`config.mk`:
```
export PLATFORM = sky130hd
export DESIGN_NAME = mwm_front
export DESIGN_NICKNAME = d
export VERILOG_FILES = /design/src/mecanum_wheel_mixer_core_assert.svh /design/src/mwm_pkg.sv /design/src/mwm_front.sv
export SDC_FILE = /design/constraint.sdc
export NUM_CORES = 2
export LEC_CHECK = 0
export BUFFER_PORTS_ARGS = -buffer_cell sky130_fd_sc_hd__buf_4
export CORE_MARGIN = 8
export CORE_UTILIZATION = 50
export CTS_BUF_LIST = sky130_fd_sc_hd__clkbuf_8 sky130_fd_sc_hd__clkbuf_16
export CTS_CLUSTER_DIAMETER = 100
export CTS_CLUSTER_SIZE = 28
export DETAILED_ROUTE_END_ITERATION = 8
export PLACE_DENSITY = 0.79
export SLEW_MARGIN = 40
export SYNTH_ARGS = -nofsm -noshare
export SYNTH_HDL_FRONTEND = slang
export SYNTH_SLANG_ARGS = --single-unit
export TNS_END_PERCENT = 5
```
`constraint.sdc`:
```
create_clock -name clk -period 13.55 [get_ports clk]
set_clock_uncertainty 0.2 [all_clocks]
set_input_delay 1.355 -clock clk [delete_from_list [all_inputs] [get_ports clk]]
set_output_delay 1.355 -clock clk [all_outputs]
set_load 0.02 [all_outputs]
```
`src/mecanum_wheel_mixer_core_assert.svh`:
```
// Assertion macros for the mecanum mixer RTL.
// Each use needs clk and rst_n in the scope where it stands.
`ifndef MECANUM_WHEEL_MIXER_CORE_ASSERT_SVH
`define MECANUM_WHEEL_MIXER_CORE_ASSERT_SVH

// The consequent must hold in the same cycle as the antecedent.
`define MWM_ASSERT_IMPLIES(label, ante, cons) \
    label: assert property (@(posedge clk) disable iff (!rst_n) (ante) |-> (cons)) \
        else $error("mecanum mixer check failed");

// The expression must hold at every clock edge outside reset.
`define MWM_ASSERT_ALWAYS(label, expr) \
    `MWM_ASSERT_IMPLIES(label, 1'b1, expr)

`endif

```
`src/mwm_pkg.sv`:
```
// Shared widths, register codes and item types of the mecanum wheel mixer.
// Depends on nothing; every RTL module uses it by scoped names.
`timescale 1ns / 1ps
`default_nettype none

package mwm_pkg;

    localparam int WHEELS      = 4;
    localparam int IN_W        = 16;
    localparam int CFG_W       = 16;
    localparam int CFG_IDX_W   = 1;
    localparam int FRAC_BITS   = 12;
    localparam int SUM_W       = IN_W + 1;
    localparam int ROT_W       = IN_W + CFG_W + 1;
    localparam int SP_W        = ROT_W + 1;
    localparam int MAG_W       = 20;
    localparam int QUO_W       = 16;
    localparam int DIV_W       = MAG_W + CFG_W;
    localparam int QUEUE_DEPTH = 4;
    localparam int QPTR_W      = $clog2(QUEUE_DEPTH);
    localparam int QCNT_W      = $clog2(QUEUE_DEPTH + 1);

    localparam logic [CFG_W-1:0] RESET_SPEED_LIMIT   = 16'd100;
    localparam logic [CFG_W-1:0] RESET_ROTATION_GAIN = 16'd7620;

    typedef enum logic [CFG_IDX_W-1:0] {
        REG_SPEED_LIMIT   = 1'b0,
        REG_ROTATION_GAIN = 1'b1
    } cfg_index_t;

    // One classified command: wheel magnitudes, their peak, whether the
    // set must be scaled down to the limit, and the direction bits.
    typedef struct packed {
        logic [WHEELS-1:0][MAG_W-1:0] mag;
        logic [MAG_W-1:0]             peak;
        logic                         scale;
        logic [WHEELS-1:0]            fwd;
    } front_item_t;

    typedef struct packed {
        logic valid;
        logic full;
    } queue_status_t;

endpackage

`default_nettype wire

```
`src/mwm_front.sv`:
```
// Front end: accepts commands, works out the four wheel speeds, directions,
// magnitudes and the scaling decision. Depends on mwm_pkg.
`timescale 1ns / 1ps
`default_nettype none

module mwm_front
(
    input  wire logic                                clk,
    input  wire logic                                rst_n,
    input  wire logic                                s_tvalid,
    output logic                                     s_tready,
    input  wire logic signed [mwm_pkg::IN_W-1:0]     lateral_speed,
    input  wire logic signed [mwm_pkg::IN_W-1:0]     forward_speed,
    input  wire logic signed [mwm_pkg::IN_W-1:0]     turn_rate,
    input  wire logic        [mwm_pkg::CFG_W-1:0]    speed_limit,
    input  wire logic        [mwm_pkg::CFG_W-1:0]    rotation_gain,
    input  wire mwm_pkg::queue_status_t              q_status,
    output logic                                     push,
    output mwm_pkg::front_item_t                     item
);

    localparam int STAGES = 4;

    logic [STAGES-1:0] vld_reg, vld_next;
    logic              f_en;

    logic signed [mwm_pkg::ROT_W-1:0] rot_reg, rot_next;
    logic signed [mwm_pkg::SUM_W-1:0] sum_reg, sum_next;
    logic signed [mwm_pkg::SUM_W-1:0] dif_reg, dif_next;

    logic [mwm_pkg::WHEELS-1:0][mwm_pkg::SP_W-1:0]  sp_reg, sp_next;
    logic [mwm_pkg::WHEELS-1:0][mwm_pkg::SP_W-1:0]  abs_sp;
    logic [mwm_pkg::WHEELS-1:0][mwm_pkg::MAG_W-1:0] mag_reg, mag_next;
    logic [mwm_pkg::WHEELS-1:0]                     fwd_reg, fwd_next;
    logic [1:0][mwm_pkg::MAG_W-1:0]                 pmax_reg, pmax_next;

    mwm_pkg::front_item_t item_reg, item_next;

    logic [mwm_pkg::SP_W-1:0] sum_q, dif_q, rot_ext;

    // The whole front moves together unless its last stage cannot be pushed.
    assign f_en     = !(vld_reg[STAGES-1] && q_status.full);
    assign s_tready = f_en;
    assign push     = vld_reg[STAGES-1] && !q_status.full;
    assign item     = item_reg;
    assign vld_next = {vld_reg[STAGES-2:0], s_tvalid};

    // Stage 1: rotation term in Q.12 and the two axis combinations.
    always_comb
    begin
        rot_next = mwm_pkg::ROT_W'(turn_rate)
                 * mwm_pkg::ROT_W'($signed({1'b0, rotation_gain}));
        sum_next = $signed({forward_speed[mwm_pkg::IN_W-1], forward_speed})
                 + $signed({lateral_speed[mwm_pkg::IN_W-1], lateral_speed});
        dif_next = $signed({forward_speed[mwm_pkg::IN_W-1], forward_speed})
                 - $signed({lateral_speed[mwm_pkg::IN_W-1], lateral_speed});
    end

    // Stage 2: the four wheel speeds in Q.12.
    always_comb
    begin
        sum_q = {{(mwm_pkg::SP_W - mwm_pkg::SUM_W - mwm_pkg::FRAC_BITS){sum_reg[mwm_pkg::SUM_W-1]}},
                 sum_reg, {mwm_pkg::FRAC_BITS{1'b0}}};
        dif_q = {{(mwm_pkg::SP_W - mwm_pkg::SUM_W - mwm_pkg::FRAC_BITS){dif_reg[mwm_pkg::SUM_W-1]}},
                 dif_reg, {mwm_pkg::FRAC_BITS{1'b0}}};
        rot_ext = {{(mwm_pkg::SP_W - mwm_pkg::ROT_W){rot_reg[mwm_pkg::ROT_W-1]}}, rot_reg};
        sp_next[0] = sum_q - rot_ext;
        sp_next[1] = dif_q - rot_ext;
        sp_next[2] = dif_q + rot_ext;
        sp_next[3] = sum_q + rot_ext;
    end

    // Stage 3: direction, truncated magnitude and pairwise peaks.
    always_comb
    begin
        for (int l = 0; l < mwm_pkg::WHEELS; l++)
        begin
            abs_sp[l]   = sp_reg[l][mwm_pkg::SP_W-1] ? (~sp_reg[l] + 1'b1) : sp_reg[l];
            mag_next[l] = abs_sp[l][mwm_pkg::FRAC_BITS+mwm_pkg::MAG_W-1:mwm_pkg::FRAC_BITS];
            fwd_next[l] = !sp_reg[l][mwm_pkg::SP_W-1] && (sp_reg[l] != '0);
        end
        pmax_next[0] = (mag_next[0] > mag_next[1]) ? mag_next[0] : mag_next[1];
        pmax_next[1] = (mag_next[2] > mag_next[3]) ? mag_next[2] : mag_next[3];
    end

    // Stage 4: overall peak and the scaling decision.
    always_comb
    begin
        item_next.mag   = mag_reg;
        item_next.fwd   = fwd_reg;
        item_next.peak  = (pmax_reg[0] > pmax_reg[1]) ? pmax_reg[0] : pmax_reg[1];
        item_next.scale = item_next.peak > mwm_pkg::MAG_W'(speed_limit);
    end

    always_ff @(posedge clk or negedge rst_n)
    begin
        if (!rst_n)
        begin
            vld_reg <= '0;
        end
        else if (f_en)
        begin
            vld_reg <= vld_next;
        end
    end

    always_ff @(posedge clk)
    begin
        if (f_en)
        begin
            rot_reg  <= rot_next;
            sum_reg  <= sum_next;
            dif_reg  <= dif_next;
            sp_reg   <= sp_next;
            mag_reg  <= mag_next;
            fwd_reg  <= fwd_next;
            pmax_reg <= pmax_next;
            item_reg <= item_next;
        end
    end

endmodule

`default_nettype wire

```
==> results.json <==
{
  "run_status": "finished clean",
  "grt_first_pass_wirelength_mm": 103,
  "chipHeight_um": 264,
  "asyncSetResetFlopFracSynth": 0.00978,
  "synth_area_mm2": 0.0308,
  "syn_avg_cell_area_um2": 11.0,
  "ys_ff_latch": 409,
  "timing_max_transition_violations_final": 0,
  "max_stage_delay_ps": 700,
  "first_global_vias": 20200,
  "cts.root.buffer_cell": "clkbuf_16",
  "wl_met3_mm": 4.00,
  "dominantRegCellSynth": "edfxtp_1",
  "fillers": 5113,
  "initialDrtViolationCount": 1370,
  "postSynthNetCount": 3390,
  "post_cts.resized_instances": 0,
  "grt_max_degree": 169,
  "area.sequential_mm2": 0.0123,
  "synth.top_cells.by_count": "inv_1 (433), edfxtp_1 (405), ha_1 (313), nand2_1 (216), fa_1 (198)",
  "area_overhead_of_the_layout_relative_to_synthesis_pct": 9.26,
  "critPathArrivalTime_ps": 7840,
  "syn_inst_count": 2794,
  "cts_tree": "built",
  "post-route-period-util": 0.573,
  "kind_of_capture_point_of_the_worst_setup_path": "flop",
  "synth_top_area_frac": 0.395,
  "crit_family": "adder cells",
  "required_ps": 13630,
  "synth_largest_area_cell": "edfxtp_1",
  "flip_flop_count_of_the_largest_register_all_copies_and_words_added": 110,
  "initial_core_util": 0.502,
  "crit_path_top_delay_cell": "a2111oi_1",
  "setup_viol_count_final": 0,
  "die_w_um": 264,
  "mean_number_of_vias_per_cell": 5.36,
  "floorplan.io_pins": 192,
  "postCtsHoldBufs": 0,
  "die_area_mm2": 0.0697,
  "clock_pin_slew_of_the_registers_on_the_worst_case_setup_and_hold_paths_ps": 100,
  "rsz0062_at_grt": "no",
  "cell_chain_of_the_critical_path": "buf_4 -> and2_1 -> fa_1 -> inv_1 -> fa_1 -> fa_1 -> inv_1 -> fa_1 -> fa_1 -> inv_1 -> fa_1 -> inv_1 -> ha_1 -> and4_1 -> nand3_1 -> a2111oi_1 -> o31ai_1 -> a31oi_1 -> nor2b_1 -> nor3_1 -> o31ai_1 -> xnor2_1",
  "routed.top_layer": "met4",
  "rows": 91,
  "core-area_mm2": 0.0613,
  "wl_per_cell_um": 17.2,
  "wl_mm": 64.2,
  "worst_max_slew_margin_expressed_relative_to_the_limit": 0.489,
  "portBuffers": 190,
  "wirelength_met1_mm": 27.8,
  "period_needed_ps": 7760,
  "synth-edff-count": 405,
  "clkSinkCount": 409,
  "clk_latency_ps": 550,
  "cts.path.max_buffers": 3,
  "nets": 3524,
  "cts_post_setup_buffers_inserted": 0,
  "dr.pass1.iters": 8,
  "worstSetupPathType": "input port to flop",
  "antenna_cells": 0,
  "number_of_clock_buffers_inserted_by_tritoncts": 19,
  "setup-tns-final_ps": 0,
  "cts_htree_levels": 1,
  "antenna_violations_before_repair": 0,
  "met2_wirelength_mm": 31.3,
  "yosys_warnings": 0,
  "achievable-frequency_mhz": 129,
  "total_drc_errors_in_the_routed_layout": 0,
  "gp_routability_congestion": 0.889,
  "ys_top_cells_by_area": "edfxtp_1 (40%), fa_1 (13%), ha_1 (13%)",
  "critPathBufInv": 5,
  "yosysMostFrequentCell": "inv_1",
  "synth_sequential_area_ratio": 0.399,
  "hold_viol": 0,
  "final_core_util": 0.549,
  "multiInputGateArea_mm2": 0.0166,
  "post_synth_num_cell_types": 69,
  "routed-via-count": 20000,
  "timing.critical_path.mode_cell": "fa_1",
  "setup.worst_path.start_class": "input port",
  "grtUsageTotal": 0.180,
  "cap_viol_max_count": 0,
  "timing_worst_slew_pin_value_ps": 767,
  "dp.final_hpwl_mm": 52.1,
  "antenna_left": 0,
  "grt_overflow_total": 0,
  "critPathMaxFanout": 16,
  "post_route_cells_drive_above_1_share": 0.105,
  "hold_path.class": "flop to flop"
}
## final timing paths
kind	start	to	slack [ps]	cells past startpoint
setup reg to reg	sp_reg[70]$_DFFE_PN_	pmax_reg[20]$_DFFE_PN_	7470	18
max in group asynchronous	rst_n	vld_reg[1]$_DFFE_PN0N_	12660	1
hold reg to reg	item_next[41]$_DFFE_PN_	item[41]$_DFFE_PN_	230	0
hold / removal	item_next[41]$_DFFE_PN_	item[41]$_DFFE_PN_	230	0
min in group asynchronous	rst_n	vld_reg[2]$_DFFE_PN0N_	400	1
setup / recovery	rotation_gain[9]	rot_reg[32]$_DFFE_PN_	5790	22
## area by class of cell
cell class,count,share of cell area
multi-input cells,1864,0.493
well taps,790,0.0294
clock buffers,19,0.0141
repair buffers,200,0.0463
flip-flops and latches,409,0.365
clock inverters,10,0.00350
inverters,434,0.0485
## metal layers
metal,GRT usage,up-vias
met5,0,-
met4,0.0369,0
met1,0.231,9608
met2,0.318,530
li1,-,9751
met3,0.0320,66
## per-stage QoR
step	setup slack, ps	instance area [µm²]	hold WS, ps	instances
after floorplan	1920	30800	200	2794
after global placement	5190	32900	200	3695
after detailed placement	5300	33000	205	3696
after CTS	5870	33600	228	3725
after global routing	5600	33600	233	3726
final	5790	33600	227	3726
## placed cells by master (no fill, tap or decap), types with 9 or more instances in the layout
master | synthesis | routed
or3_1 | 16 | 16
o31ai_1 | 20 | 20
nor2b_1 | 28 | 28
nand4_1 | 19 | 19
nand2_1 | 216 | 215
nor3_1 | 37 | 37
a21oi_1 | 116 | 116
mux2i_1 | 15 | 15
and2_1 | 121 | 121
a21o_1 | 41 | 41
inv_1 | 433 | 438
o21ai_0 | 87 | 87
mux2_2 | 50 | 50
o41ai_1 | 10 | 9
nand2b_1 | 26 | 26
a31oi_1 | 17 | 17
edfxtp_1 | 405 | 405
xor2_1 | 84 | 84
nor4_1 | 17 | 17
o31a_1 | 9 | 9
o21a_1 | 12 | 12
or4_1 | 10 | 10
o21bai_1 | 28 | 28
ha_1 | 313 | 313
nand3_1 | 22 | 22
clkbuf_16 | 0 | 19
nor2_1 | 99 | 99
buf_4 | 0 | 196
a211oi_1 | 12 | 12
fa_1 | 198 | 198
xnor2_1 | 131 | 131
## cell families after synthesis
| kind of cell | after synthesis | share of synthesized area |
|---|---|---|
| AND/OR/NAND/NOR | 655 | 0.109 |
| buffers and inverters | 521 | 0.0636 |
| adder cells (fa/ha/maj) | 511 | 0.256 |
| AO/OA/AOI/OAI | 417 | 0.0880 |
| flip-flops | 409 | 0.399 |
| XOR/XNOR | 216 | 0.0617 |
| multiplexers | 65 | 0.0232 |
Power is left out: the tool's default activity adds up to more than one toggle a clock period on the data nets, which glitch-free logic cannot reach.
