`src/mecanum_wheel_mixer_core_assert.svh`:
```
// Assertion macros for the mecanum mixer RTL.
// Each use needs clk and rst_n in the scope where it stands.
`ifndef MECANUM_WHEEL_MIXER_CORE_ASSERT_SVH
`define MECANUM_WHEEL_MIXER_CORE_ASSERT_SVH

// The consequent must hold in the same cycle as the antecedent.
`define MWM_ASSERT_IMPLIES(label, ante, cons) \
    label: assert property (@(posedge clk) disable iff (!rst_n) (ante) |-> (cons)) \
        else $error("mecanum mixer check failed");

// The expression must hold at every clock edge outside reset.
`define MWM_ASSERT_ALWAYS(label, expr) \
    `MWM_ASSERT_IMPLIES(label, 1'b1, expr)

`endif

```
`src/mwm_pkg.sv`:
```
// Shared widths, register codes and item types of the mecanum wheel mixer.
// Depends on nothing; every RTL module uses it by scoped names.
`timescale 1ns / 1ps
`default_nettype none

package mwm_pkg;

    localparam int WHEELS      = 4;
    localparam int IN_W        = 16;
    localparam int CFG_W       = 16;
    localparam int CFG_IDX_W   = 1;
    localparam int FRAC_BITS   = 12;
    localparam int SUM_W       = IN_W + 1;
    localparam int ROT_W       = IN_W + CFG_W + 1;
    localparam int SP_W        = ROT_W + 1;
    localparam int MAG_W       = 20;
    localparam int QUO_W       = 16;
    localparam int DIV_W       = MAG_W + CFG_W;
    localparam int QUEUE_DEPTH = 4;
    localparam int QPTR_W      = $clog2(QUEUE_DEPTH);
    localparam int QCNT_W      = $clog2(QUEUE_DEPTH + 1);

    localparam logic [CFG_W-1:0] RESET_SPEED_LIMIT   = 16'd100;
    localparam logic [CFG_W-1:0] RESET_ROTATION_GAIN = 16'd7620;

    typedef enum logic [CFG_IDX_W-1:0] {
        REG_SPEED_LIMIT   = 1'b0,
        REG_ROTATION_GAIN = 1'b1
    } cfg_index_t;

    // One classified command: wheel magnitudes, their peak, whether the
    // set must be scaled down to the limit, and the direction bits.
    typedef struct packed {
        logic [WHEELS-1:0][MAG_W-1:0] mag;
        logic [MAG_W-1:0]             peak;
        logic                         scale;
        logic [WHEELS-1:0]            fwd;
    } front_item_t;

    typedef struct packed {
        logic valid;
        logic full;
    } queue_status_t;

endpackage

`default_nettype wire

```
`src/mwm_queue.sv`:
```
// Short register queue between the front and the back of the mixer.
// Depends on mwm_pkg and the assertion macro header.
`timescale 1ns / 1ps
`default_nettype none
`include "mecanum_wheel_mixer_core_assert.svh"

module mwm_queue
(
    input  wire logic                   clk,
    input  wire logic                   rst_n,
    input  wire logic                   push,
    input  wire mwm_pkg::front_item_t   push_item,
    input  wire logic                   pop,
    output mwm_pkg::front_item_t        head_item,
    output mwm_pkg::queue_status_t      status
);

    mwm_pkg::front_item_t entry_reg [mwm_pkg::QUEUE_DEPTH];

    logic [mwm_pkg::QPTR_W-1:0] wr_ptr_reg, wr_ptr_next;
    logic [mwm_pkg::QPTR_W-1:0] rd_ptr_reg, rd_ptr_next;
    logic [mwm_pkg::QCNT_W-1:0] count_reg, count_next;

    always_comb
    begin
        wr_ptr_next = wr_ptr_reg;
        rd_ptr_next = rd_ptr_reg;
        if (push)
        begin
            wr_ptr_next = (wr_ptr_reg == mwm_pkg::QPTR_W'(mwm_pkg::QUEUE_DEPTH - 1))
                        ? '0 : wr_ptr_reg + 1'b1;
        end
        if (pop)
        begin
            rd_ptr_next = (rd_ptr_reg == mwm_pkg::QPTR_W'(mwm_pkg::QUEUE_DEPTH - 1))
                        ? '0 : rd_ptr_reg + 1'b1;
        end
        count_next = count_reg + mwm_pkg::QCNT_W'(push) - mwm_pkg::QCNT_W'(pop);
    end

    assign head_item    = entry_reg[rd_ptr_reg];
    assign status.valid = (count_reg != '0);
    assign status.full  = (count_reg == mwm_pkg::QCNT_W'(mwm_pkg::QUEUE_DEPTH));

    always_ff @(posedge clk or negedge rst_n)
    begin
        if (!rst_n)
        begin
            wr_ptr_reg <= '0;
            rd_ptr_reg <= '0;
            count_reg  <= '0;
        end
        else
        begin
            wr_ptr_reg <= wr_ptr_next;
            rd_ptr_reg <= rd_ptr_next;
            count_reg  <= count_next;
        end
    end

    always_ff @(posedge clk)
    begin
        if (push)
        begin
            entry_reg[wr_ptr_reg] <= push_item;
        end
    end

    // The front must hold off while the queue is full, the back while empty.
    `MWM_ASSERT_IMPLIES(a_no_push_when_full, push, !status.full)
    `MWM_ASSERT_IMPLIES(a_no_pop_when_empty, pop, status.valid)
    `MWM_ASSERT_ALWAYS(a_count_in_range, count_reg <= mwm_pkg::QCNT_W'(mwm_pkg::QUEUE_DEPTH))

endmodule

`default_nettype wire

```
`config.mk`:
```
export PLATFORM = sky130hd
export DESIGN_NAME = mwm_queue
export DESIGN_NICKNAME = d
export VERILOG_FILES = /design/src/mwm_pkg.sv /design/src/mwm_queue.sv
export VERILOG_INCLUDE_DIRS = /design/src /design/src/src
export SDC_FILE = /design/constraint.sdc
export NUM_CORES = 1
export LEC_CHECK = 0
export ABC_AREA = 1
export BUFFER_PORTS_ARGS = -buffer_cell sky130_fd_sc_hd__buf_2
export CELL_PAD_IN_SITES_DETAIL_PLACEMENT = 2
export CELL_PAD_IN_SITES_GLOBAL_PLACEMENT = 2
export CORE_AREA = 2 2 273 275
export DETAILED_ROUTE_END_ITERATION = 12
export DIE_AREA = 0 0 275 277
export GPL_TIMING_DRIVEN = 0
export PLACE_DENSITY = 0.67
export SLEW_MARGIN = 10
export SYNTH_ARGS = -nofsm -noshare
export SYNTH_HDL_FRONTEND = slang
export SYNTH_SLANG_ARGS = --single-unit
```
`constraint.sdc`:
```
create_clock -name clk -period 5.9 [get_ports clk]
set_input_delay 0.295 -clock clk [delete_from_list [all_inputs] [get_ports clk]]
set_output_delay 0.295 -clock clk [all_outputs]
set_load 0.005 [all_outputs]
```
==> results of run 1 <==
## layout by cell type (no fill, tap or decap)
cell	Yosys	routed
fa_1	1	1
ha_1	7	7
clkinv_1	0	11
o21ai_0	3	3
inv_6	0	2
buf_4	2	2
clkinv_2	0	9
nand3b_1	1	1
buf_2	34	249
edfxtp_1	420	420
buf_6	25	25
bufinv_16	0	7
clkbuf_1	9	19
buf_16	0	4
clkinvlp_4	0	3
inv_4	2	2
clkbuf_16	0	53
dfrtp_1	7	7
nand3_1	212	212
nor3_1	1	1
nand2_1	538	538
inv_8	0	4
diode_2	0	2
inv_1	431	427
nor2_1	2	2
dlygate4sd3_1	0	108
o21ai_1	1	1
## worst max-delay path, stage by stage, from the launching register on
cell,delay (ns)
dfrtp_1,0.39
buf_6,0.17
inv_4,0.14
clkbuf_1,0.54
nand3_1,0.19
nand2_1,0.11
buf_2,0.11
## area by class of cell
cell class                 instances  area (µm²)
timing repair buffer             327        2270
fill                            7998       50200
tap                              969        1210
clock buffer                      63        1360
sequential                       427       12800
antenna                            2        5.00
multi-input combinational        766        3230
inverter                         433        1660
buffer                            70         500
clock inverter                    32         337
## what timing repair did
| action | CTS | global route |
|---|---|---|
| endpoints found under the hold margin | 430 | 0 |
| gates resized for setup | 0 | 0 |
| hold buffers | 108 | 0 |
## worst max path at each step
| stage | from | slack, ns | end | cells after the start |
|---|---|---|---|---|
| floorplan | wr_ptr_reg[0] | 2.75 | entry_reg[2][0] | 4 |
| global placement | wr_ptr_reg[0] | 0.25 | entry_reg[2][70] | 4 |
| detailed placement | wr_ptr_reg[0] | 3.84 | entry_reg[2][69] | 5 |
| CTS | rd_ptr_reg[1] | 3.20 | head_item[51] | 6 |
| global route | rd_ptr_reg[1] | 3.17 | head_item[52] | 6 |
| finish | rd_ptr_reg[1] | 3.35 | head_item[51] | 6 |
## routing by layer
| metal | GRT usage, % | vias to the layer above | wire length (µm) |
|---|---|---|---|
| met2 | 27.6 | 207 | 29600 |
| met5 | 0 | - | 34 |
| met3 | 3.01 | 93 | 2360 |
| met4 | 4.21 | 6 | 1340 |
| met1 | 17.7 | 6466 | 24300 |
| li1 | - | 6062 | - |
## power breakdown
group          total (mW)  internal [mW]  switching (mW)  leakage [nW]
Clock                3.21           1.94            1.27         0.826
Combinational        3.59           1.17            2.43          5.85
Sequential           4.01           3.89           0.121          3.94
## logic make-up (layout without fill, tap and decap cells)
group / count (synthesis) / after routing / synth area share (%)
compound gates: 4 / 4 / 0.110
fa+ha+maj: 8 / 8 / 0.593
buf+inv: 503 / 925 / 11.7
flops: 427 / 427 / 70.5
other cells: 0 / 2 / 0
simple gates: 754 / 754 / 17.1
## per-stage QoR
step	util (%)	power, mW	std cells	instance area [µm²]	worst slack [ns]
CTS	31.7	11.1	3087	23400	3.20
finish	31.8	10.8	3089	23400	3.35
global route	31.8	11.5	3089	23400	3.17
global placement	27.8	7.65	2880	20400	0.248
detailed placement	28.0	7.73	2884	20600	3.84
floorplan	-	5.95	1696	18100	2.75
==> qor.csv, run 1 <==
stage;metric;value;unit
timing;final-layout worst hold slack;0.0800;ns
route;drt via density;4.15;
global_route;wire length of the first global-routing pass;86400;µm
cells_and_area;number of flip-flops under the largest register name;420;
die;overall die width;275;µm
global_route;overall routing resource usage;15.1;%
place;IO Port Bufs;215;
cts;Clock Latency Late Sink;0.60;ns
job;number of max-cap violations;0;
worst_setup_path;destination of the worst register-to-register timing path;entry_reg[2][67];
timing;Final setup violation count;0;
yosys;synthesized netlist net count;1813;
yosys;post-synthesis instance area;18100;µm²
die;std cell rows;100;
global_route;sum of overflow across all layers after global routing;0;
route;final wirelength;57700;µm
cts;Root Driver;clkbuf_16;
die;initial standard-cell utilization of the core;24.7;%
route;vias after detailed routing;12834;
route;detailed-route DRC error count;0;
timing;worst slew slack as a fraction of its limit;49.3;%
timing;RSZ-0062 raised after global routing;no;
route;routed wirelength normalized by instance count;18.7;µm
yosys;sequential share of the synthesized area;70.5;%
timing;minimum period implied by the final worst setup slack;2.55;ns
power;Pwr per Cell Area;463;nW/µm²
timing;maximum achievable frequency;391;MHz
route;1st-pass router iterations;4;
cts;clock tree buffer depth;3;
worst_setup_path;R2R Path Start;wr_ptr_reg[0];
yosys;dominant synthesized flop cell;edfxtp_1;
yosys;number of distinct standard cells referenced by the synthesized netlist;17;
yosys;top post-synthesis cells by area;edfxtp_1 (70%), nand2_1 (11%), inv_1 (8.9%);
timing;slew at the pin closest to its max-slew limit;0.760;ns
cells_and_area;ratio of cells with drive above 1 in the final layout;17.0;%
cells_and_area;Area growth, synth to finish;28.7;%
timing;number of failing hold endpoints at the final stage;0;
worst_setup_path;type of the worst setup path;flip-flop to primary output;
global_route;vias in the first global route;14834;
worst_setup_path;worst setup slack for register-to-register paths;3.87;ns
hold_path;class of the worst hold path;input port to async pin;
route;DRT antenna net count;0;
timing;clock skew after layout;0.0116;ns
worst_setup_path;capturing element type of the critical path;primary output;
cells_and_area;number of nets in the layout;2194;
worst_setup_path;Max FO, Critical Path;10;
yosys;synthesis-stage register bit count;427;
place;Detailed Place HPWL;36900;µm
worst_setup_path;Setup crit start kind;flip-flop;
yosys;list of most frequent post-synthesis cells;nand2_1 (538), inv_1 (431), edfxtp_1 (420);
power;peak supply drop;0.000258;V
outcome;outcome;finished, final reports clean;
die;Std-Cell Core Area;73600;µm²
timing;max-slew violations;0;
cts;Setup Fix Bufs, Post-CTS;0;
yosys;proportion of synthesized flip-flops having asynchronous set or reset;1.64;%
global_route;largest net degree at the start of global routing;81;
cts;clock transition time at the flip-flop clock pins of the worst setup and hold paths;0.06;ns
yosys;cells after synthesis;1696;
power;leakage dissipation;10.6;nW
die;count of boundary I/O pins;216;
cts;maximum level of the CTS H-tree;2;
yosys;Avg Inst Size Synth;10.7;µm²
cts;number of clock buffers inserted by TritonCTS;52;
place;gp weighted congestion;0.704;
cts;number of clock sinks;427;
worst_setup_path;worst endpoint required time;5.61;ns
yosys;largest area contributor in the netlist;edfxtp_1;
global_route;antenna violations before repair;6;
die;vertical die dimension;277;µm
timing;Setup TNS;0;ns
worst_setup_path;number of cell instances on the worst register-to-register path;5;
route;detailed router's first-iteration violation count;488;
worst_setup_path;WP data arrival;2.26;ns
cts;clock tree from TritonCTS;yes;
yosys;Ys Warns;0;
yosys;EDFF count, synth;420;
die;Die ar.;76200;µm²
timing;share of the clock period used by the worst path;43.3;%
yosys;most frequently used cell type in the post-synthesis netlist;nand2_1;
yosys;top cell type's share of synthesized area;69.5;%
(Power assumes the default switching activity.)
==> run 2: changes to the inputs <==
==> constraint.sdc (replaced) <==
create_clock -name clk -period 2.65 [get_ports clk]
set_input_delay 0.1325 -clock clk [delete_from_list [all_inputs] [get_ports clk]]
set_output_delay 0.1325 -clock clk [all_outputs]
set_load 0.005 [all_outputs]
==> run 2 against run 1 <==
Via count up 0.20%. Non-clock buffer count grew 13. Setup slack got worse by 3.1 ns. Largest power group unchanged. Count of clock-buffer cells in the layout grew 6. Critical path depth unchanged. Clock power rose by 100%. Sequential power grew 120%. Routed wire length grew 0.40%. Largest cell class unchanged.
==> qor.csv, run 2 (same netlist as run 1, synthesis figures left out) <==
stage;metric;value;unit;change
power;Pwr per Cell Area;1010;nW/µm²;+120%
worst_setup_path;WP data arrival;2.27;ns;about the same
route;final wirelength;57900;µm;+0.40%
timing;clock skew after layout;0.0193;ns;+0.00772 ns
die;initial standard-cell utilization of the core;24.7;%;unchanged
cts;maximum level of the CTS H-tree;2;;unchanged
route;vias after detailed routing;12860;;+0.20%
cts;Setup Fix Bufs, Post-CTS;0;;unchanged
cells_and_area;ratio of cells with drive above 1 in the final layout;17.1;%;+0.15 points
power;leakage dissipation;10.6;nW;about the same
worst_setup_path;Max FO, Critical Path;10;;unchanged
cts;number of clock buffers inserted by TritonCTS;51;;-1.9%
cts;CTS Hold Bufs;109;;+0.93%
timing;number of failing hold endpoints at the final stage;0;;unchanged
place;IO Port Bufs;215;;unchanged
timing;RSZ-0062 raised after global routing;no;;
cells_and_area;Area growth, synth to finish;29.1;%;
timing;Setup TNS;0;ns;unchanged
job;number of max-cap violations;0;;unchanged
worst_setup_path;cell with the largest stage delay on the worst path;clkbuf_1;;
route;1st-pass router iterations;4;;unchanged
hold_path;class of the worst hold path;input port to flip-flop;;
global_route;largest net degree at the start of global routing;30;;-63%
place;Detailed Place HPWL;38700;µm;+5.1%
die;Die ar.;76200;µm²;unchanged
route;routed wirelength normalized by instance count;18.7;µm;+0.30%
route;detailed router's first-iteration violation count;485;;-0.61%
global_route;vias in the first global route;14981;;+0.99%
worst_setup_path;kind of cell with the highest combined delay on the critical path;buffers and inverters;;
global_route;sum of overflow across all layers after global routing;0;;unchanged
timing;minimum period implied by the final worst setup slack;2.40;ns;
worst_setup_path;Crit path depth;6;;unchanged
cells_and_area;number of antenna cells inserted;0;;-2
cts;clock transition time at the flip-flop clock pins of the worst setup and hold paths;0.06;ns;about the same
timing;slew at the pin closest to its max-slew limit;0.728;ns;-0.0324 ns
global_route;antenna violations before repair;8;;+2
place;Inst Count DP;2896;;+0.42%
worst_setup_path;Setup crit start kind;flip-flop;;
worst_setup_path;cells along the critical path;buf_6 > inv_4 > clkbuf_1 > nand3_1 > nand2_1 > buf_2;;
cts;number of clock sinks;427;;unchanged
worst_setup_path;type of the worst setup path;flip-flop to primary output;;
cells_and_area;top library cells by usage in the layout, fill and taps aside;nand2_1 (537), inv_1 (427), edfxtp_1 (420), buf_2 (249), nand3_1 (212);;
hold_path;Hold Path End;entry_reg[3][12];;
cts;cts repair resizes;0;;unchanged
worst_setup_path;worst setup slack for register-to-register paths;0.51;ns;-3.36 ns
timing;Final setup violation count;0;;unchanged
worst_setup_path;worst endpoint required time;2.52;ns;-3.09 ns
die;std cell rows;100;;unchanged
die;count of boundary I/O pins;216;;unchanged
timing;share of the clock period used by the worst path;90.7;%;
cts;Clock Latency Late Sink;0.58;ns;-0.02 ns
place;gp weighted congestion;0.687;;-2.4%
route;detailed-route DRC error count;0;;unchanged
timing;max-slew violations;0;;unchanged
route;DRT antenna net count;0;;unchanged
global_route;wire length of the first global-routing pass;87600;µm;+1.5%
worst_setup_path;capturing element type of the critical path;primary output;;
cells_and_area;number of nets in the layout;2206;;+0.55%
hold_path;hold path startpoint;push_item[12];;
die;vertical die dimension;277;µm;unchanged
cells_and_area;number of flip-flops under the largest register name;420;;unchanged
worst_setup_path;R2R Path Start;wr_ptr_reg[0];;
die;Std-Cell Core Area;73600;µm²;unchanged
die;overall die width;275;µm;unchanged
worst_setup_path;destination of the worst register-to-register timing path;entry_reg[2][71];;
timing;worst slew slack as a fraction of its limit;51.5;%;+2.2 points
global_route;overall routing resource usage;15.3;%;+0.27 points
hold_path;Cells on Worst Hold Path;2;;
cells_and_area;non-filler cells in the finished layout;3092;;+0.097%
worst_setup_path;number of buffers and inverters on the critical path;4;;unchanged
route;drt via density;4.16;;+0.11%
cts;clock tree from TritonCTS;yes;;
power;peak supply drop;0.000609;V;+140%
worst_setup_path;delay of the slowest cell on the worst path;0.54;ns;about the same
cells_and_area;most common cell after layout, fill and taps aside;nand2_1;;
worst_setup_path;number of cell instances on the worst register-to-register path;6;;+1
timing;maximum achievable frequency;416;MHz;
outcome;outcome;finished, final reports clean;;
cts;Root Driver;clkbuf_16;;
cts;clock tree buffer depth;3;;unchanged
## run 2: per-stage QoR
| stage | utilization, % | power (mW) | hold slack, ns | instance area, µm² | setup WS (ns) |
|---|---|---|---|---|---|
| finish | 31.8 | 23.7 | 0.300 | 23400 | 0.246 |
| CTS | 31.8 | 24.3 | 0.249 | 23400 | 0.121 |
| global route | 31.8 | 25.3 | 0.277 | 23400 | 0.0637 |
| detailed placement | 28.3 | 17.4 | -0.0155 | 20800 | 0.467 |
| global placement | 27.8 | 16.9 | -0.0186 | 20500 | -1.93 |
| floorplan | - | 13.2 | -0.163 | 18200 | 0.00436 |
## run 2: how the worst max path moves through the flow
stage / from / slack [ns] / endpoint
5_1_grt: rd_ptr_reg[1] / 0.06 / head_item[33]
3_5_place_dp: wr_ptr_reg[0] / 0.47 / entry_reg[2][70]
3_3_place_gp: wr_ptr_reg[0] / -1.93 / entry_reg[0][66]
2_1_floorplan: wr_ptr_reg[0] / 0.004 / entry_reg[0][0]
6_report: rd_ptr_reg[1] / 0.25 / head_item[35]
4_1_cts: rd_ptr_reg[1] / 0.12 / head_item[35]
## run 2: routing by layer
metal | track usage (%) | routed length [µm] | part of all wire, % | up-vias
li1 | - | - | - | 6080
met1 | 18.2 | 24200 | 42 | 6473
met2 | 27.8 | 29600 | 51 | 210
met3 | 3.53 | 2760 | 4.8 | 85
met4 | 3.73 | 1240 | 2.1 | 12
met5 | 0 | 77 | 0.13 | -
## run 2: final cells by class
class / instances / area, µm²
inverter: 433 / 1650
buffer: 70 / 500
clock inverter: 18 / 134
tap: 969 / 1210
timing repair buffer: 340 / 2500
sequential: 427 / 12800
fill: 8019 / 50100
multi-input combinational: 766 / 3230
clock buffer: 69 / 1420
## run 2: where the power goes
group          internal [mW]  leakage, nW  switching, mW
Clock                   3.89        0.752           2.69
Sequential              8.65         3.94          0.271
Combinational           2.75         5.92           5.41
Total                   15.3         10.6           8.38
==> run 3: changes to the inputs <==
--- a/config.mk
+++ b/config.mk
@@ -14,7 +14,7 @@
 export DETAILED_ROUTE_END_ITERATION = 12
 export DIE_AREA = 0 0 275 277
 export GPL_TIMING_DRIVEN = 0
-export PLACE_DENSITY = 0.67
+export PLACE_DENSITY = 0.56
 export SLEW_MARGIN = 10
 export SYNTH_ARGS = -nofsm -noshare
 export SYNTH_HDL_FRONTEND = slang
==> run 3 against run 2 <==
Critical path depth unchanged. Clock power increased by 3.6%. First-iteration DRC count down 3.3%. Routed wire length down 1.8%. Setup slack worse by 0.043 ns. Register-to-register slack got worse by 0.03 ns. Count of clock-buffer cells in the layout increased by 4.
==> qor.csv, run 3 (same netlist as run 1, synthesis figures left out) <==
stage;metric;value;unit;change
cts;Root Driver;clkbuf_16;;
cells_and_area;number of flip-flops under the largest register name;420;;unchanged
cts;number of clock sinks;427;;unchanged
die;std cell rows;100;;unchanged
place;DP Area;20800;µm²;about the same
cells_and_area;Area growth, synth to finish;29.6;%;
route;detailed router's first-iteration violation count;469;;-3.3%
route;1st-pass router iterations;4;;unchanged
cells_and_area;most common cell after layout, fill and taps aside;nand2_1;;
timing;maximum achievable frequency;409;MHz;-1.8%
cells_and_area;Filler cells;7992;;-0.34%
cells_and_area;Storage cell area;12800;µm²;unchanged
global_route;overall routing resource usage;15.1;%;-0.25 points
timing;clock skew after layout;0.0172;ns;-0.00214 ns
power;Pwr per Cell Area;1010;nW/µm²;+0.30%
outcome;outcome;finished, final reports clean;;
timing;slew at the pin closest to its max-slew limit;0.680;ns;-0.0479 ns
worst_setup_path;capturing element type of the critical path;primary output;;
cells_and_area;post-route cell area;23500;µm²;+0.37%
route;DRT antenna net count;0;;unchanged
worst_setup_path;worst endpoint required time;2.52;ns;about the same
global_route;largest net degree at the start of global routing;27;;-10%
place;Detailed Place HPWL;38100;µm;-1.6%
place;gp weighted congestion;0.700;;+1.8%
die;Std-Cell Core Area;73600;µm²;unchanged
route;detailed-route DRC error count;0;;unchanged
die;Die ar.;76200;µm²;unchanged
cells_and_area;area occupied by multi-input gates;3230;µm²;unchanged
timing;max-slew violations;0;;unchanged
route;final wirelength;56900;µm;-1.8%
timing;final-layout worst hold slack;0.295;ns;-0.00427 ns
cts;number of clock buffers inserted by TritonCTS;53;;+3.9%
route;vias after detailed routing;12806;;-0.42%
power;peak supply drop;0.000510;V;-16%
global_route;antenna violations before repair;12;;+4
timing;RSZ-0062 raised after global routing;no;;
global_route;wire length of the first global-routing pass;86000;µm;-1.8%
timing;minimum period implied by the final worst setup slack;2.45;ns;+0.0430 ns
route;drt via density;4.12;;-0.84%
worst_setup_path;WP data arrival;2.31;ns;+0.04 ns
global_route;vias in the first global route;14547;;-2.9%
cts;clock transition time at the flip-flop clock pins of the worst setup and hold paths;0.05;ns;about the same
cts;Setup Fix Bufs, Post-CTS;0;;unchanged
die;count of boundary I/O pins;216;;unchanged
cells_and_area;top library cells by usage in the layout, fill and taps aside;nand2_1 (537), inv_1 (427), edfxtp_1 (420), buf_2 (249), nand3_1 (212);;
die;initial standard-cell utilization of the core;24.7;%;unchanged
place;IO Port Bufs;215;;unchanged
cts;clock tree from TritonCTS;yes;;
cts;Clock Latency Late Sink;0.59;ns;about the same
route;routed wirelength normalized by instance count;18.3;µm;-2.2%
power;leakage dissipation;10.7;nW;+0.39%
cells_and_area;non-filler cells in the finished layout;3105;;+0.42%
worst_setup_path;Max FO, Critical Path;10;;unchanged
timing;number of failing hold endpoints at the final stage;0;;unchanged
worst_setup_path;Setup crit start kind;flip-flop;;
cells_and_area;number of nets in the layout;2208;;+0.091%
cells_and_area;ratio of cells with drive above 1 in the final layout;17.3;%;+0.19 points
job;number of max-cap violations;0;;unchanged
timing;Final setup violation count;0;;unchanged
power;Total Power Consumption;23.8;mW;+0.67%
hold_path;class of the worst hold path;input port to flip-flop;;
timing;share of the clock period used by the worst path;92.4;%;+1.6 points
timing;Setup TNS;0;ns;unchanged
worst_setup_path;type of the worst setup path;flip-flop to primary output;;
die;overall die width;275;µm;unchanged
timing;worst slew slack as a fraction of its limit;54.7;%;+3.2 points
die;vertical die dimension;277;µm;unchanged
place;Inst Count DP;2896;;unchanged
global_route;sum of overflow across all layers after global routing;0;;unchanged
cts;maximum level of the CTS H-tree;2;;unchanged
cts;clock tree buffer depth;3;;unchanged
## run 3: report_power, final
group	internal [mW]	switching [mW]	total, mW
registers	8.65	0.260	8.91
logic	2.74	5.35	8.10
clock network	4.05	2.76	6.82
## run 3: critical path, stage by stage, from the launching register on
cell	delay, ns
dfrtp_1	0.39
buf_6	0.17
inv_4	0.19
clkbuf_1	0.56
nand3_1	0.15
nand2_1	0.09
buf_2	0.18
## run 3: metrics by stage
step           setup slack (ns)  utilization (%)
2_1_floorplan           0.00436                -
3_3_place_gp              -2.04             27.8
3_5_place_dp              0.393             28.2
4_1_cts                  0.0930             32.0
5_1_grt                 0.00612             32.0
6_report                  0.203             32.0
## run 3: path summary, 6_finish.rpt
| path | start | to | slack [ns] | cells after the start |
|---|---|---|---|---|
| max | rd_ptr_reg[1] | head_item[38] | 0.20 | 6 |
| min | push_item[19] | entry_reg[3][19] | 0.30 | 2 |
| max reg2reg | wr_ptr_reg[0] | entry_reg[2][79] | 0.48 | 6 |
| min reg2reg | wr_ptr_reg[0] | wr_ptr_reg[0] | 0.62 | 3 |
| max in group asynchronous | rst_n | rd_ptr_reg[0] | 1.81 | 3 |
| min in group asynchronous | rst_n | count_reg[2] | 0.55 | 3 |
## run 3: repair_timing
action	in CTS	in global routing
gates resized for setup	0	0
hold buffers	109	0
hold endpoints to repair	432	0
endpoints found under the setup margin	0	0
## run 3: routing by layer
layer | track usage, % | vias to the layer above | share of wire, %
li1 | - | 6100 | -
met4 | 3.38 | 14 | 1.7
met2 | 26.5 | 215 | 50
met1 | 18.4 | 6392 | 43
met3 | 3.96 | 85 | 5.4
met5 | 0 | - | 0.16
## run 3: layout make-up
| class | instances | share of cell area, % |
|---|---|---|
| Sequential cell | 427 | 54.4 |
| Timing Repair Buffer | 340 | 10.6 |
| Multi-Input combinational cell | 766 | 13.7 |
| Antenna cell | 2 | 0.0213 |
| Inverter | 433 | 7.00 |
| Buffer | 70 | 2.13 |
| Clock buffer | 73 | 6.27 |
| Clock inverter | 25 | 0.734 |
| Tap cell | 969 | 5.16 |
